<file path="src/rtl/core/sbcf_pkg.sv">
package sbcf_pkg;

	localparam int MAX_SERVOS = 40;
	localparam int QUEUE_DEPTH = 2;

	// Frame kind codes held in the frame_kind register.
	localparam logic [1:0] KIND_WRITE    = 2'd0;
	localparam logic [1:0] KIND_POSITION = 2'd1;
	localparam logic [1:0] KIND_READ     = 2'd2;

	// Register indexes on the configuration port.
	localparam logic [2:0] REG_FRAME_KIND    = 3'd0;
	localparam logic [2:0] REG_DATA_LENGTH   = 3'd1;
	localparam logic [2:0] REG_SERVO_COUNT   = 3'd2;
	localparam logic [2:0] REG_REGISTER_ADDR = 3'd3;
	localparam logic [2:0] REG_MOVE_TIME     = 3'd4;

	localparam logic [7:0] CMD_WRITE    = 8'h04;
	localparam logic [7:0] CMD_POSITION = 8'h06;
	localparam logic [7:0] CMD_READ     = 8'h03;
	localparam logic [7:0] OPTION_BYTE  = 8'h00;
	localparam logic [7:0] READ_LENGTH  = 8'h07;
	localparam logic [7:0] HEADER_BASE  = 8'h06;

	typedef struct packed {
		logic [7:0]  servo_id;
		logic [15:0] servo_value;
	} item_t;

	typedef struct packed {
		logic [7:0] frame_byte;
		logic       frame_end;
	} beat_t;

	typedef struct packed {
		logic [1:0]  frame_kind;
		logic [1:0]  data_length;
		logic [5:0]  servo_count;
		logic [7:0]  register_address;
		logic [15:0] move_time;
	} cfg_t;

	// One classified servo item waiting for the byte sequencer.
	typedef struct packed {
		logic [1:0]  kind;
		logic        hdr;
		logic        trl;
		logic        len2;
		logic [7:0]  servo_id;
		logic [15:0] servo_value;
		logic [7:0]  len_byte;
		logic [5:0]  cnt;
	} job_t;

endpackage

</file>
<file path="src/rtl/core/sbcf_queue.sv">
module sbcf_queue #(
	parameter int DEPTH = sbcf_pkg::QUEUE_DEPTH
) (
	input  logic               clk,
	input  logic               arst_n,
	input  logic               push,
	input  sbcf_pkg::job_t     push_job,
	output logic               full,
	input  logic               pop,
	output logic               empty,
	output sbcf_pkg::job_t     head
);

	localparam int PTR_W = (DEPTH > 1) ? $clog2(DEPTH) : 1;
	localparam int CNT_W = $clog2(DEPTH + 1);

	sbcf_pkg::job_t mem_q [DEPTH];
	logic [PTR_W-1:0] wr_ptr_q;
	logic [PTR_W-1:0] rd_ptr_q;
	logic [CNT_W-1:0] count_q;

	function automatic logic [PTR_W-1:0] ptr_inc(input logic [PTR_W-1:0] p);
		ptr_inc = (p == PTR_W'(DEPTH - 1)) ? '0 : p + PTR_W'(1);
	endfunction

	assign full  = (count_q == CNT_W'(DEPTH));
	assign empty = (count_q == '0);
	assign head  = mem_q[rd_ptr_q];

	always_ff @(posedge clk) begin
		if (push && !full) begin
			mem_q[wr_ptr_q] <= push_job;
		end
	end

	always_ff @(posedge clk or negedge arst_n) begin
		if (!arst_n) begin
			wr_ptr_q <= '0;
			rd_ptr_q <= '0;
			count_q  <= '0;
		end else begin
			if (push && !full) begin
				wr_ptr_q <= ptr_inc(wr_ptr_q);
			end
			if (pop && !empty) begin
				rd_ptr_q <= ptr_inc(rd_ptr_q);
			end
			case ({push && !full, pop && !empty})
				2'b10:   count_q <= count_q + CNT_W'(1);
				2'b01:   count_q <= count_q - CNT_W'(1);
				default: count_q <= count_q;
			endcase
		end
	end

	a_count_bound: assert property (@(posedge clk) disable iff (!arst_n)
		count_q <= CNT_W'(DEPTH))
		else $error("queue count beyond depth");

	a_pop_nonempty: assert property (@(posedge clk) disable iff (!arst_n)
		pop |-> !empty)
		else $error("pop from empty queue");

	a_full_blocks: assert property (@(posedge clk) disable iff (!arst_n)
		full && !pop |=> full && $stable(wr_ptr_q))
		else $error("write pointer moved while full");

endmodule

</file>
<file path="src/rtl/core/sbcf_front.sv">
module sbcf_front (
	input  logic              clk,
	input  logic              arst_n,
	input  sbcf_pkg::cfg_t    cfg,
	input  logic              item_valid,
	output logic              item_ready,
	input  sbcf_pkg::item_t   item,
	input  logic              q_full,
	output logic              q_push,
	output sbcf_pkg::job_t    q_job
);

	logic [5:0] servo_index_q;
	logic [5:0] cnt;
	logic       len2;
	logic       accept;
	logic       is_read;
	logic       is_frame;
	logic       trl;

	always_comb begin
		if (cfg.servo_count == 6'd0) begin
			cnt = 6'd1;
		end else if ({1'b0, cfg.servo_count} > 7'(sbcf_pkg::MAX_SERVOS)) begin
			cnt = 6'(sbcf_pkg::MAX_SERVOS);
		end else begin
			cnt = cfg.servo_count;
		end
	end

	assign len2     = cfg.data_length[1];
	assign is_read  = (cfg.frame_kind == sbcf_pkg::KIND_READ);
	assign is_frame = (cfg.frame_kind == sbcf_pkg::KIND_WRITE) ||
	                  (cfg.frame_kind == sbcf_pkg::KIND_POSITION);
	// The item closes the frame once the taken count reaches the effective count.
	assign trl      = ({1'b0, servo_index_q} + 7'd1) >= {1'b0, cnt};

	assign item_ready = !q_full;
	assign accept     = item_valid && item_ready;
	assign q_push     = accept && (is_read || is_frame);

	always_comb begin
		q_job             = '0;
		q_job.kind        = cfg.frame_kind;
		q_job.hdr         = is_read || (servo_index_q == 6'd0);
		q_job.trl         = is_read || trl;
		q_job.len2        = len2;
		q_job.servo_id    = item.servo_id;
		q_job.servo_value = item.servo_value;
		q_job.len_byte    = sbcf_pkg::HEADER_BASE + {1'b0, cnt, 1'b0} +
		                    (len2 ? {2'b00, cnt} : 8'd0);
		q_job.cnt         = cnt;
	end

	always_ff @(posedge clk or negedge arst_n) begin
		if (!arst_n) begin
			servo_index_q <= '0;
		end else if (accept) begin
			if (is_read) begin
				servo_index_q <= '0;
			end else if (is_frame) begin
				servo_index_q <= trl ? 6'd0 : servo_index_q + 6'd1;
			end
		end
	end

	a_no_push_full: assert property (@(posedge clk) disable iff (!arst_n)
		q_push |-> !q_full)
		else $error("push into full queue");

	a_read_clears: assert property (@(posedge clk) disable iff (!arst_n)
		accept && is_read |=> servo_index_q == 6'd0)
		else $error("read request left frame open");

	a_index_bound: assert property (@(posedge clk) disable iff (!arst_n)
		accept && is_frame |=> servo_index_q < 6'd63)
		else $error("servo index ran past count");

endmodule

</file>
<file path="src/rtl/core/sbcf_back.sv">
module sbcf_back (
	input  logic              clk,
	input  logic              arst_n,
	input  sbcf_pkg::cfg_t    cfg,
	input  logic              q_empty,
	input  sbcf_pkg::job_t    q_head,
	output logic              q_pop,
	output logic              frame_valid,
	input  logic              frame_ready,
	output sbcf_pkg::beat_t   frame
);

	typedef enum logic [8:0] {
		ST_LEN = 9'b000000001,
		ST_CMD = 9'b000000010,
		ST_OPT = 9'b000000100,
		ST_ID  = 9'b000001000,
		ST_LO  = 9'b000010000,
		ST_HI  = 9'b000100000,
		ST_T0  = 9'b001000000,
		ST_T1  = 9'b010000000,
		ST_CHK = 9'b100000000
	} step_t;

	step_t           step_q;
	step_t           cur;
	step_t           nxt;
	logic            active_q;
	logic [7:0]      sum_q;
	logic            out_valid_q;
	sbcf_pkg::beat_t out_q;
	logic            fire;
	logic            last;
	logic            is_read;
	logic            is_pos;
	logic [7:0]      byte_val;

	assign is_read = (q_head.kind == sbcf_pkg::KIND_READ);
	assign is_pos  = (q_head.kind == sbcf_pkg::KIND_POSITION);
	assign cur     = active_q ? step_q : (q_head.hdr ? ST_LEN : ST_ID);
	// A new beat moves into the output register when a job waits and the register is free or being taken.
	assign fire    = !q_empty && (!out_valid_q || frame_ready);
	assign q_pop   = fire && last;

	always_comb begin
		nxt      = cur;
		last     = 1'b0;
		byte_val = 8'h00;
		case (cur)
			ST_LEN: begin
				nxt      = ST_CMD;
				byte_val = is_read ? sbcf_pkg::READ_LENGTH : q_head.len_byte;
			end
			ST_CMD: begin
				nxt = ST_OPT;
				if (is_read) begin
					byte_val = sbcf_pkg::CMD_READ;
				end else if (is_pos) begin
					byte_val = sbcf_pkg::CMD_POSITION;
				end else begin
					byte_val = sbcf_pkg::CMD_WRITE;
				end
			end
			ST_OPT: begin
				nxt      = ST_ID;
				byte_val = sbcf_pkg::OPTION_BYTE;
			end
			ST_ID: begin
				nxt      = is_read ? ST_T0 : ST_LO;
				byte_val = q_head.servo_id;
			end
			ST_LO: begin
				nxt      = q_head.len2 ? ST_HI : ST_T0;
				last     = !q_head.len2 && !q_head.trl;
				byte_val = q_head.servo_value[7:0];
			end
			ST_HI: begin
				nxt      = ST_T0;
				last     = !q_head.trl;
				byte_val = q_head.servo_value[15:8];
			end
			ST_T0: begin
				nxt      = ST_T1;
				byte_val = is_pos ? cfg.move_time[7:0] : cfg.register_address;
			end
			ST_T1: begin
				nxt = ST_CHK;
				if (is_read) begin
					byte_val = {6'b000000, cfg.data_length};
				end else if (is_pos) begin
					byte_val = cfg.move_time[15:8];
				end else begin
					byte_val = {2'b00, q_head.cnt};
				end
			end
			ST_CHK: begin
				nxt      = ST_LEN;
				last     = 1'b1;
				byte_val = sum_q;
			end
			default: begin
				nxt      = ST_LEN;
				last     = 1'b1;
				byte_val = 8'h00;
			end
		endcase
	end

	always_ff @(posedge clk or negedge arst_n) begin
		if (!arst_n) begin
			step_q      <= ST_LEN;
			active_q    <= 1'b0;
			sum_q       <= '0;
			out_valid_q <= 1'b0;
		end else begin
			if (fire) begin
				out_valid_q <= 1'b1;
				active_q    <= !last;
				step_q      <= nxt;
				if (cur == ST_LEN) begin
					sum_q <= byte_val;
				end else if (cur == ST_CHK) begin
					sum_q <= '0;
				end else begin
					sum_q <= sum_q + byte_val;
				end
			end else if (frame_ready) begin
				out_valid_q <= 1'b0;
			end
		end
	end

	always_ff @(posedge clk) begin
		if (fire) begin
			out_q.frame_byte <= byte_val;
			out_q.frame_end  <= (cur == ST_CHK);
		end
	end

	assign frame_valid = out_valid_q;
	assign frame       = out_q;

	a_active_has_job: assert property (@(posedge clk) disable iff (!arst_n)
		active_q |-> !q_empty)
		else $error("job left the queue mid sequence");

	a_chk_ends: assert property (@(posedge clk) disable iff (!arst_n)
		fire && cur == ST_CHK |=> out_valid_q && out_q.frame_end && !active_q)
		else $error("checksum beat not marked as frame end");

	a_data_not_end: assert property (@(posedge clk) disable iff (!arst_n)
		fire && cur != ST_CHK |=> !out_q.frame_end)
		else $error("frame end on a data beat");

	a_pop_on_last: assert property (@(posedge clk) disable iff (!arst_n)
		q_pop |-> fire && (cur == ST_CHK || cur == ST_LO || cur == ST_HI))
		else $error("job popped at an odd step");

endmodule

</file>
<file path="src/rtl/core/servo_bus_command_framer.sv">
// Channel   Signals                                    Carries
// --------  -----------------------------------------  -----------------------------
// item      item_valid, item_ready, item               servo id and value, one beat
// frame     frame_valid, frame_ready, frame            frame byte and frame end flag
// config    cfg_we, cfg_index, cfg_data                register writes, no wait
//
// Each item yields two to nine byte beats, or none while the frame kind is the unused code;
// the byte sequencer sends one beat per cycle while a job waits and the frame side takes every beat.
// Items enter the queue in one cycle each until QUEUE_DEPTH classified items wait.
// A stall on the frame side holds the output register; the queue fills, then item_ready drops.
// Reset clears the registers to their defaults, the frame index and the queue.
module servo_bus_command_framer #(
	parameter int QUEUE_DEPTH = sbcf_pkg::QUEUE_DEPTH
) (
	input  logic              clk,
	input  logic              arst_n,
	input  logic              item_valid,
	output logic              item_ready,
	input  sbcf_pkg::item_t   item,
	output logic              frame_valid,
	input  logic              frame_ready,
	output sbcf_pkg::beat_t   frame,
	input  logic              cfg_we,
	input  logic [2:0]        cfg_index,
	input  logic [15:0]       cfg_data
);

	sbcf_pkg::cfg_t cfg_q;
	sbcf_pkg::job_t push_job;
	sbcf_pkg::job_t head_job;
	logic           q_push;
	logic           q_pop;
	logic           q_full;
	logic           q_empty;

	always_ff @(posedge clk or negedge arst_n) begin
		if (!arst_n) begin
			cfg_q.frame_kind       <= sbcf_pkg::KIND_WRITE;
			cfg_q.data_length      <= 2'd2;
			cfg_q.servo_count      <= 6'd1;
			cfg_q.register_address <= 8'h00;
			cfg_q.move_time        <= 16'h0000;
		end else if (cfg_we) begin
			case (cfg_index)
				sbcf_pkg::REG_FRAME_KIND:    cfg_q.frame_kind       <= cfg_data[1:0];
				sbcf_pkg::REG_DATA_LENGTH:   cfg_q.data_length      <= cfg_data[1:0];
				sbcf_pkg::REG_SERVO_COUNT:   cfg_q.servo_count      <= cfg_data[5:0];
				sbcf_pkg::REG_REGISTER_ADDR: cfg_q.register_address <= cfg_data[7:0];
				sbcf_pkg::REG_MOVE_TIME:     cfg_q.move_time        <= cfg_data;
				default: begin
				end
			endcase
		end
	end

	sbcf_front u_front (
		.clk        (clk),
		.arst_n     (arst_n),
		.cfg        (cfg_q),
		.item_valid (item_valid),
		.item_ready (item_ready),
		.item       (item),
		.q_full     (q_full),
		.q_push     (q_push),
		.q_job      (push_job)
	);

	sbcf_queue #(
		.DEPTH (QUEUE_DEPTH)
	) u_queue (
		.clk      (clk),
		.arst_n   (arst_n),
		.push     (q_push),
		.push_job (push_job),
		.full     (q_full),
		.pop      (q_pop),
		.empty    (q_empty),
		.head     (head_job)
	);

	sbcf_back u_back (
		.clk         (clk),
		.arst_n      (arst_n),
		.cfg         (cfg_q),
		.q_empty     (q_empty),
		.q_head      (head_job),
		.q_pop       (q_pop),
		.frame_valid (frame_valid),
		.frame_ready (frame_ready),
		.frame       (frame)
	);

endmodule
</file>
<file path="config.mk">
export PLATFORM = sky130hd
export DESIGN_NAME = servo_bus_command_framer
export DESIGN_NICKNAME = d
export VERILOG_FILES = /design/src/rtl/core/sbcf_pkg.sv /design/src/rtl/core/sbcf_queue.sv /design/src/rtl/core/sbcf_front.sv /design/src/rtl/core/sbcf_back.sv /design/src/rtl/core/servo_bus_command_framer.sv
export SDC_FILE = /design/constraint.sdc
export NUM_CORES = 1
export LEC_CHECK = 0
export BUFFER_PORTS_ARGS = -buffer_cell sky130_fd_sc_hd__buf_2
export CORE_AREA = 2 2 163 165
export DETAILED_ROUTE_END_ITERATION = 8
export DIE_AREA = 0 0 165 167
export PLACE_DENSITY_LB_ADDON = 0.1
export SLEW_MARGIN = 5
export SYNTH_ARGS = -nofsm -noshare
export SYNTH_HDL_FRONTEND = slang
export SYNTH_SLANG_ARGS = --single-unit
</file>
<file path="constraint.sdc">
create_clock -name clk -period 4.6 [get_ports clk]
set_clock_uncertainty 0.2 [all_clocks]
set_input_delay 0.23 -clock clk [delete_from_list [all_inputs] [get_ports clk]]
set_output_delay 0.23 -clock clk [all_outputs]
set_load 0.01 [all_outputs]
</file>
==> metrics, run 1 <==
Yosys reg bits=158; synthesis-to-finish area growth=22.6%; vias per std cell=4.78; Max Fclk=237 MHz; Syn Area/Cell=12.4 sq um; Leakage=3.84 nW; Synth Area in XOR/XNOR=2.17%; routability cong.=0.866; Synth Area in Adders=5.09%; Die Y=167 microns; GRT Total Usage=14.6%; CTS Sinks=158; Power Density=655 nW/um^2; critical path class=register to register; Min-Delay Path Class=primary input to register; Rel. slew slack=41.8%; num ports=59; initial antenna violation count=0; Die Footprint=27,600 sq um; Synth Area in Compound Gates=9.15%; fraction of layout cells with a size suffix above 1=21.4%; worst-margin pin slew=0.872 ns; vias=5,133; placed cell count=1,000; largest family of logic cells by synthesized area=multiplexers; WP data arrival=4.33 ns; Min Hold Slack=0.0419 ns; nets=804; clk_lat worst skew=0.43 ns; post-DP HPWL=14,100 microns; status=completed; Sum Neg Setup Slack=0 ns; Synth area leaders=edfxtp_1 37%, dfrtp_1 20%, mux2i_1 6.7%; share of the synthesized area in the top cell type=37.2%; GRT Residual Overflow=0; CTS H-tree lvls=4; max-cap violations=0; num rows=59; final setup fails=0; area leader, netlist=edfxtp_1; largest net degree at the start of global routing=64; register area share after synthesis=57.8%; Reg clk slew, reported paths=0.07 ns; Final Routed Wirelength=19,300 microns; DRC viols=0; Crit Path Max Fanout=12; post-layout instance area=9410 sq um; ys flop type=edfxtp_1; simple-gate portion of the synthesized area=11.3%; Antenna Nets Post-Route=0; Synth cell types=70; Tcrit/Tclk final=91.8%; Data required, critical path=4.70 ns; Inserted Clock Buffers=17; first-pass GRT wire length=29,900 microns; synth warn=0; Util after Layout=36.5%; unrepaired setup endpoints after global routing=no; drt pass-1 iters=5; post-synthesis instance area=7670 sq um; initial DRC count=390; Tmin final=4.22 ns; routed length per instance=18.0 microns; critical path launch point type=register; mux contribution to synthesized area=11.3%; Max IR drop VDD=0.000262 V; Finished Layout Cells=1,074; Initial Utilization=29.8%; Worst Setup End Kind=register; vias in the first global route=5,187; Max Transition Viols Final=0; DP Area=8390 sq um; synthesized net count=697; Die Wd=165 microns; Syn Inst Count=619; Post-synth ARST share=39.9%; Final Hold Viols=0; input/output buffers=58; core area=25,800 sq um; CTS max path bufs=2; CTS root buf=clkbuf_16; n_diodes=0; CTS tree=built; number of synthesized flops with an enable pin=95
-- path summary, 6_finish.rpt --
path | startpoint | endpoint | slack (ns) | depth (start not counted)
min in group asynchronous | arst_n | u_back.sum_q[7]$_DFFE_PN0P_ | 0.34 | 3
worst max-delay path | u_queue.rd_ptr_q$_DFFE_PN0P_ | u_back.sum_q[7]$_DFFE_PN0P_ | 0.38 | 15
worst min register to register | cfg_q[16]$_DFFE_PN0P_ | cfg_q[16]$_DFFE_PN0P_ | 0.30 | 1
worst max register to register | u_queue.rd_ptr_q$_DFFE_PN0P_ | u_back.sum_q[7]$_DFFE_PN0P_ | 0.38 | 15
max in group asynchronous | arst_n | u_queue.rd_ptr_q$_DFFE_PN0P_ | 3.24 | 3
worst min-delay path | cfg_index[2] | cfg_q[32]$_DFFE_PN0P_ | 0.04 | 3
-- worst max-delay path, stage by stage, from the launching register on --
cell      delay [ns]
dfrtp_2         0.40
mux2i_1         0.26
ha_1            0.44
buf_4           0.28
mux2i_1         0.39
o22ai_1         0.12
nor4_1          0.29
o21ai_0         0.24
ha_1            0.39
nor2_1          0.10
nor2_1          0.05
o31a_1          0.12
o41ai_2         0.34
and3b_1         0.22
mux2i_1         0.12
nand4b_1        0.12
-- flip-flops by register name, summed over array words and instances (netlist names) --
register	flops
cfg_q	34
u_back.active_q	1
u_back.frame	9
u_back.frame_valid	1
u_back.step_q	9
u_back.sum_q	8
u_front.servo_index_q	6
u_queue.count_q	2
u_queue.mem_q	86
u_queue.rd_ptr_q	1
u_queue.wr_ptr_q	1
-- where the power goes --
part	internal (mW)	leakage (nW)	total (mW)	switching, mW
registers	2.03	1.66	2.27	0.241
clock network	0.819	0.288	1.44	0.623
logic	0.988	1.89	2.45	1.46
-- stage by stage --
stage / power (mW) / setup WS (ns)
finish: 6.16 / 0.379
global route: 6.61 / 0.0158
CTS: 6.24 / 0.320
detailed placement: 4.75 / 0.327
global placement: 4.74 / 0.391
floorplan: 3.97 / 0.0742
-- cell type report --
type	instances	area, sq um
clock inverters	15	174
multi-input cells	406	3030
flip-flops and latches	158	4430
fillers	2519	16400
clock buffers	17	425
repair buffers	116	831
inverters	27	101
well taps	335	419
-- Yosys cell counts (10+ instances only) --
master	n
nor3_1	18
mux2_2	32
mux2i_1	51
a21oi_1	21
ha_1	28
xnor2_1	13
nor2_1	34
o21ai_0	32
inv_1	26
nand2_1	46
buf_2	10
edfxtp_1	95
clkbuf_1	12
dfrtp_1	60
-- cell families (layout without fill, tap and decap cells) --
kind of cell               after synthesis  after routing
and+or+nand+nor                        164            164
DFF                                    158            158
AOI/OAI and AO/OA                      110            110
muxes                                   83             83
buffers and inverters                   55            175
adders and majority gates               30             30
xor gates and xnor gates                19             19
-- layer usage --
metal | share of wire [%] | GRT usage [%]
met5 | 0 | 0
met4 | 1.6 | 4.73
met3 | 3.7 | 2.94
met2 | 48 | 23.6
met1 | 46 | 19.7
-- repair_timing --
item / in CTS / in global routing
hold buffers: 42 / 0
setup buffers: 0 / 0
endpoints found under the hold margin: 143 / 0
gates resized for setup: 0 / 0
-- layout by cell type (no fill, tap or decap), types with 3 or more instances in the layout --
cell type	synthesis	layout
a211oi_1	5	5
a21o_1	9	9
a21oi_1	21	21
a22oi_1	5	5
a31oi_1	3	3
and2_1	5	5
and3_1	3	3
and3b_1	3	3
buf_2	10	58
buf_4	1	16
clkbuf_16	0	17
dfrtp_1	60	59
dfstp_2	3	3
dlygate4sd3_1	0	42
edfxtp_1	95	95
ha_1	28	28
inv_1	26	26
inv_6	0	4
inv_8	0	4
mux2_2	32	32
mux2i_1	51	51
nand2_1	46	46
nand2b_1	5	5
nand3_1	9	9
nor2_1	34	32
nor2b_1	9	9
nor3_1	18	17
nor3b_1	3	3
nor4_1	5	5
nor4b_1	3	3
o21ai_0	32	32
o22ai_1	9	9
o32a_1	3	3
xnor2_1	13	13
xor2_1	6	6
Note: power is estimated with default switching activity, not from simulation.
==> inputs of run 2 (changes only) <==
CAP_MARGIN = 20   (was unset)
SETUP_SLACK_MARGIN = 0.5   (was unset)
==> run 2 against run 1 <==
Worst hold slack improved by 0.00076 ns. Total power grew 1.2%. Die area unchanged. Clock power fell by 8%. Utilization increased by 0.36 points. Fmax up 7.0%. Final area up 1.0%. Critical path depth increased by 1. Via count is 0.95% lower. Sequential cell count stayed put. Global-route usage up 0.075 points. Register-to-register slack better by 0.27 ns. Critical endpoint is now u_back.sum_q[6]$_DFFE_PN0P_. Largest power group unchanged.
==> metrics, run 2 (synthesis results as in run 1) <==
drt pass-1 iters=4; initial DRC count=414; Min-Delay Path Class=primary input to register; Net Sw Power=2.41 mW; Initial Utilization=29.8%; Power Density=656 nW/um^2; largest net degree at the start of global routing=64; post-DP HPWL=14,100 microns; Leakage=3.84 nW; Max Fclk=253 MHz; Hold Path Sink=cfg_q[32]$_DFFE_PN0P_; gr busiest metal=met2; Reg clk slew, reported paths=0.07 ns; Sum Neg Setup Slack=0 ns; input/output buffers=58; FF-to-FF End=u_back.sum_q[6]$_DFFE_PN0P_; CTS Sinks=158; Die Footprint=27,600 sq um; met2 Usage GRT=23.3%; vias per std cell=4.73; routability cong.=0.872; n_diodes=0; GRT Residual Overflow=0; num rows=59; Rel. slew slack=41.5%; vias=5,084; first-pass GRT wire length=30,300 microns; Die Wd=165 microns; Final Hold Viols=0; final setup fails=0; clock group share of total power=21.4%; P_int=3.83 mW; R2R Setup Slk=0.65 ns; total power=6.24 mW; synthesis-to-finish area growth=23.9%; Tmin final=3.95 ns; Largest regs=u_queue.mem_q x86, cfg_q x34; nets=804; core area=25,800 sq um; fraction of layout cells with a size suffix above 1=22.7%; Antenna Nets Post-Route=0; WP data arrival=4.10 ns; vias in the first global route=5,192; CP cell instances=mux2i_4 -> inv_1 -> ha_4 -> buf_4 -> mux2i_1 -> o211a_1 -> o211ai_1 -> ha_1 -> fa_1 -> a21o_1 -> a21oi_1 -> o21bai_1 -> a21oi_1 -> xnor2_1 -> a21boi_0 -> o21ai_0; Largest Register=u_queue.mem_q; Max IR drop VDD=0.000231 V; unrepaired setup endpoints after global routing=no; worst-margin pin slew=0.878 ns; GRT Total Usage=14.7%; commonest non-fill, non-tap cell in the layout=edfxtp_1; CTS tree=built; Sequential Power Share=37.2%; Hold Path Origin=cfg_index[2]; GR Util met3=3.04%; Max stage delay cell, worst path=dfrtp_2; CTS max path bufs=2; WP buf/inv=2; Die Y=167 microns; switch share=38.7%; Tcrit/Tclk final=85.8%; status=completed; Reg2Reg Depth=16; num ports=59; Worst Setup End Kind=register; max-cap violations=0; critical path launch point type=register; Final Routed Wirelength=19,800 microns; clk_lat worst skew=0.43 ns; critical path class=register to register; DRC viols=0; Comb power frac=41.5%; Max Transition Viols Final=0; most frequent cells in the layout=95 x edfxtp_1, 58 x dfrtp_1, 58 x buf_2; routed length per instance=18.4 microns; initial antenna violation count=0; CTS H-tree lvls=4; fill count=2,521; hold path depth=3; Inserted Clock Buffers=17; CP top delay family=compound AO/OA/AOI/OAI gates; most frequent CP cell=a21oi_1; Data required, critical path=4.76 ns; CTS root buf=clkbuf_16; CP max stage delay=0.49 ns; Worst R2R Start=u_queue.rd_ptr_q$_DFFE_PN0P_; global routing usage on met1=20.1%; Crit Path Max Fanout=10; Largest register FFs=86; Util after Layout=36.9%
## run 2: changes by cell type in the layout (fill, tap and decap cells not counted), sizes merged
cell      change
clkinvlp      +3
bufinv        -2
inv           -2
buf           -1
clkbuf        +1
clkinv        +1
## run 2: how the worst max path moves through the flow
stage | from | endpoint | slack (ns) | cells after the start
floorplan | u_queue.rd_ptr_q$_DFFE_PN0P_ | u_back.sum_q[7]$_DFFE_PN0P_ | 0.51 | 20
global placement | u_back.active_q$_DFFE_PN0P_ | u_back.sum_q[7]$_DFFE_PN0P_ | 0.41 | 14
detailed placement | u_back.active_q$_DFFE_PN0P_ | u_back.sum_q[7]$_DFFE_PN0P_ | 0.36 | 14
CTS | u_queue.rd_ptr_q$_DFFE_PN0P_ | u_back.sum_q[7]$_DFFE_PN0P_ | 0.53 | 15
global route | u_queue.rd_ptr_q$_DFFE_PN0P_ | u_back.sum_q[6]$_DFFE_PN0P_ | 0.47 | 16
finish | u_queue.rd_ptr_q$_DFFE_PN0P_ | u_back.sum_q[6]$_DFFE_PN0P_ | 0.65 | 16
## run 2: metal layers
metal	routed length, microns	vias up
li1	-	2495
met1	9270	2471
met2	9550	96
met3	601	22
met4	367	0
met5	0	-
## run 2: worst reg2reg max path: cells and delay by family, from the launching register on
kind            cells  cell delay (ns)
flops               1             0.49
buf+inv             2             0.26
compound gates      8             1.37
fa+ha+maj           3             0.90
mux                 2             0.54
xor+xnor            1             0.13
## run 2: power groups by stage
| stage | clock (mW) | combinational, mW | sequential (mW) |
|---|---|---|---|
| after CTS | 1.37 | 2.47 | 2.30 |
| after detailed placement | 0 | 2.42 | 2.33 |
| after global placement | 0 | 2.42 | 2.32 |
| after global routing | 1.44 | 2.88 | 2.37 |
| final | 1.33 | 2.59 | 2.32 |
| after floorplan | 0 | 1.77 | 2.23 |
## run 2: cell type report
class / count / area [sq um] / share of cell area, %
Sequential cell: 158 / 4440 / 46.7
Multi-Input combinational cell: 406 / 3120 / 32.9
Timing Repair Buffer: 116 / 868 / 9.14
Clock buffer: 17 / 425 / 4.48
Tap cell: 335 / 419 / 4.41
Clock inverter: 15 / 131 / 1.38
Inverter: 27 / 101 / 1.07
## run 2: repair_timing
action,CTS,global route
cloned,0,1
buffers inserted,0,3
gates resized for setup,4,15
hold buffers,42,0
endpoints found under the hold margin,143,0
pin swaps,0,3
setup endpoints to repair,1,2
## run 2: per-stage QoR
step	instances	instance area [sq um]	setup WS, ns	hold slack, ns
2_1_floorplan	619	7710	0.513	-0.266
3_3_place_gp	996	8380	0.411	0.220
3_5_place_dp	996	8380	0.356	0.224
4_1_cts	1070	9380	0.532	0.0191
5_1_grt	1074	9510	0.470	0.0535
6_report	1074	9510	0.654	0.0427
==> inputs of run 3 (changes only) <==
CORE_AREA = 2 2 156 173   (was 2 2 163 165)
DIE_AREA = 0 0 158 175   (was 0 0 165 167)
==> run 3 against run 2 <==
Worst hold slack got worse by 0.0070 ns. Combinational power decreased by 2%. Wire length about the same. Sequential share of layout area decreased by 0.13 points. Die area increased by 0.34%. Fmax increased by 0.69%. Clock power increased by 8%. Critical path type unchanged. Largest cell class unchanged.
==> metrics, run 3 (synthesis results as in run 1) <==
status=completed; n_diodes=0; Largest Register=u_queue.mem_q; Hold Path Origin=cfg_index[2]; FF-to-FF End=u_back.sum_q[7]$_DFFE_PN0P_; Crit Path Max Fanout=9; synthesis-to-finish area growth=24.2%; CP startpoint=u_back.step_q[2]$_DFFE_PN0P_; Die Y=175 microns; Largest register FFs=86; drt pass-1 iters=7; P_int=3.82 mW; Worst Setup End Kind=register; Initial Utilization=29.6%; hold path depth=3; GRT Total Usage=15.0%; Antenna Nets Post-Route=0; Max Fclk=255 MHz; routed length per instance=18.1 microns; initial antenna violation count=0; Place WS=0.106 ns; Largest regs=u_queue.mem_q x86, cfg_q x34; Rel. slew slack=34.4%; Data required, critical path=4.70 ns; Reg clk slew, reported paths=0.08 ns; vias in the first global route=5,315; CTS max path bufs=2; Comb power frac=40.5%; initial DRC count=283; vias per std cell=4.76; vias=5,196; multi-input logic area=3110 sq um; Worst R2R Start=u_back.step_q[2]$_DFFE_PN0P_; storage element area=4430 sq um; Final Routed Wirelength=19,800 microns; R2R Setup Slk=0.68 ns; GRT Residual Overflow=0; CTS tree=built; fraction of layout cells with a size suffix above 1=22.6%; max-cap violations=0; routability cong.=0.859; Tcrit/Tclk final=85.2%; clk_lat worst skew=0.44 ns; input/output buffers=58; clock group share of total power=22.9%; worst-margin pin slew=0.982 ns; Sequential Power Share=36.6%; Min-Delay Path Class=primary input to register; fill count=2,563; nets=804; core area=25,900 sq um; CTS H-tree lvls=4; Die Wd=158 microns; Inserted Clock Buffers=17; Hold Path Sink=cfg_q[32]$_DFFE_PN0P_; WP data arrival=4.02 ns; total power=6.27 mW; critical path class=register to register; Net Sw Power=2.44 mW; first-pass GRT wire length=30,800 microns; Leakage=3.87 nW; CTS root buf=clkbuf_16; CTS Sinks=158; DRC viols=0; num ports=59; commonest non-fill, non-tap cell in the layout=edfxtp_1; Power Density=657 nW/um^2; Reg2Reg Depth=14; Max Transition Viols Final=0; unrepaired setup endpoints after global routing=yes; largest net degree at the start of global routing=41; critical path launch point type=register; Sum Neg Setup Slack=0 ns; final worst slack=0.681 ns; Final Hold Viols=0; Tmin final=3.92 ns; final setup fails=0; most frequent cells in the layout=95 x edfxtp_1, 59 x dfrtp_1, 58 x buf_2; Die Footprint=27,700 sq um; Max IR drop VDD=0.000221 V; post-DP HPWL=14,600 microns; switch share=39.0%; num rows=62
run 3: changes by cell type in the layout (fill, tap and decap cells not counted), sizes merged:
cell	previous run	this run
clkinv	3	4
clkinvlp	6	0
inv	33	38
clkbuf	18	17
buf	73	74
run 3: worst max-delay path by stage:
| stage | depth (start not counted) | to | slack, ns |
|---|---|---|---|
| global placement | 14 | u_back.sum_q[7]$_DFFE_PN0P_ | 0.13 |
| CTS | 14 | u_back.sum_q[7]$_DFFE_PN0P_ | 0.48 |
| detailed placement | 14 | u_back.sum_q[7]$_DFFE_PN0P_ | 0.11 |
| global route | 14 | u_back.sum_q[7]$_DFFE_PN0P_ | 0.46 |
| floorplan | 20 | u_back.sum_q[7]$_DFFE_PN0P_ | 0.51 |
| finish | 14 | u_back.sum_q[7]$_DFFE_PN0P_ | 0.68 |
run 3: cell type report:
cell class	count	area share (%)
Timing Repair Buffer	116	8.85
Inverter	27	1.06
Clock inverter	15	1.88
Multi-Input combinational cell	406	32.6
Sequential cell	158	46.5
Clock buffer	17	4.46
Tap cell	352	4.62
run 3: power groups by stage:
| stage | sequential (mW) | clock (mW) | combinational, mW |
|---|---|---|---|
| finish | 2.29 | 1.43 | 2.54 |
| global route | 2.34 | 1.53 | 2.83 |
| CTS | 2.29 | 1.47 | 2.51 |
| detailed placement | 2.32 | 0 | 2.44 |
| global placement | 2.31 | 0 | 2.43 |
| floorplan | 2.23 | 0 | 1.77 |
run 3: per-stage QoR:
step | cell area, sq um | hold WS, ns | std cells | util (%)
6_report | 9530 | 0.0357 | 1091 | 36.8
5_1_grt | 9530 | 0.0403 | 1091 | 36.8
4_1_cts | 9460 | 0.0296 | 1091 | 36.5
3_5_place_dp | 8410 | 0.0910 | 1016 | 32.5
3_3_place_gp | 8410 | 0.0991 | 1016 | 32.5
2_1_floorplan | 7710 | -0.266 | 619 | -
run 3: per-layer routing:
| layer | global-route usage [%] | vias to the layer above | wire (microns) |
|---|---|---|---|
| met3 | 3.25 | 29 | 768 |
| met4 | 6.08 | 0 | 624 |
| met1 | 19.4 | 2542 | 8770 |
| met5 | 0 | - | 0 |
| met2 | 24.4 | 129 | 9630 |
| li1 | - | 2496 | - |
run 3: worst max-delay path, stage by stage, from the launching register on:
cell and delay (ns):
dfrtp_1 0.49, nor3b_4 0.31, nand3b_1 0.24, nor2_4 0.26, nand3_2 0.20, o22ai_2 0.31, nor3_1 0.07, o21ai_0 0.13
ha_1 0.32, nor2b_1 0.16, o31a_1 0.29, o41ai_4 0.36, and3b_1 0.22, mux2i_1 0.13, nand4b_1 0.11
run 3: timing repair:
item                                    CTS  global route
endpoints found under the setup margin    3             3
hold buffers                             42             0
setup buffers                             1             0
pin swaps                                 1             1
endpoints found under the hold margin   105             0
gates resized for setup                   5            11
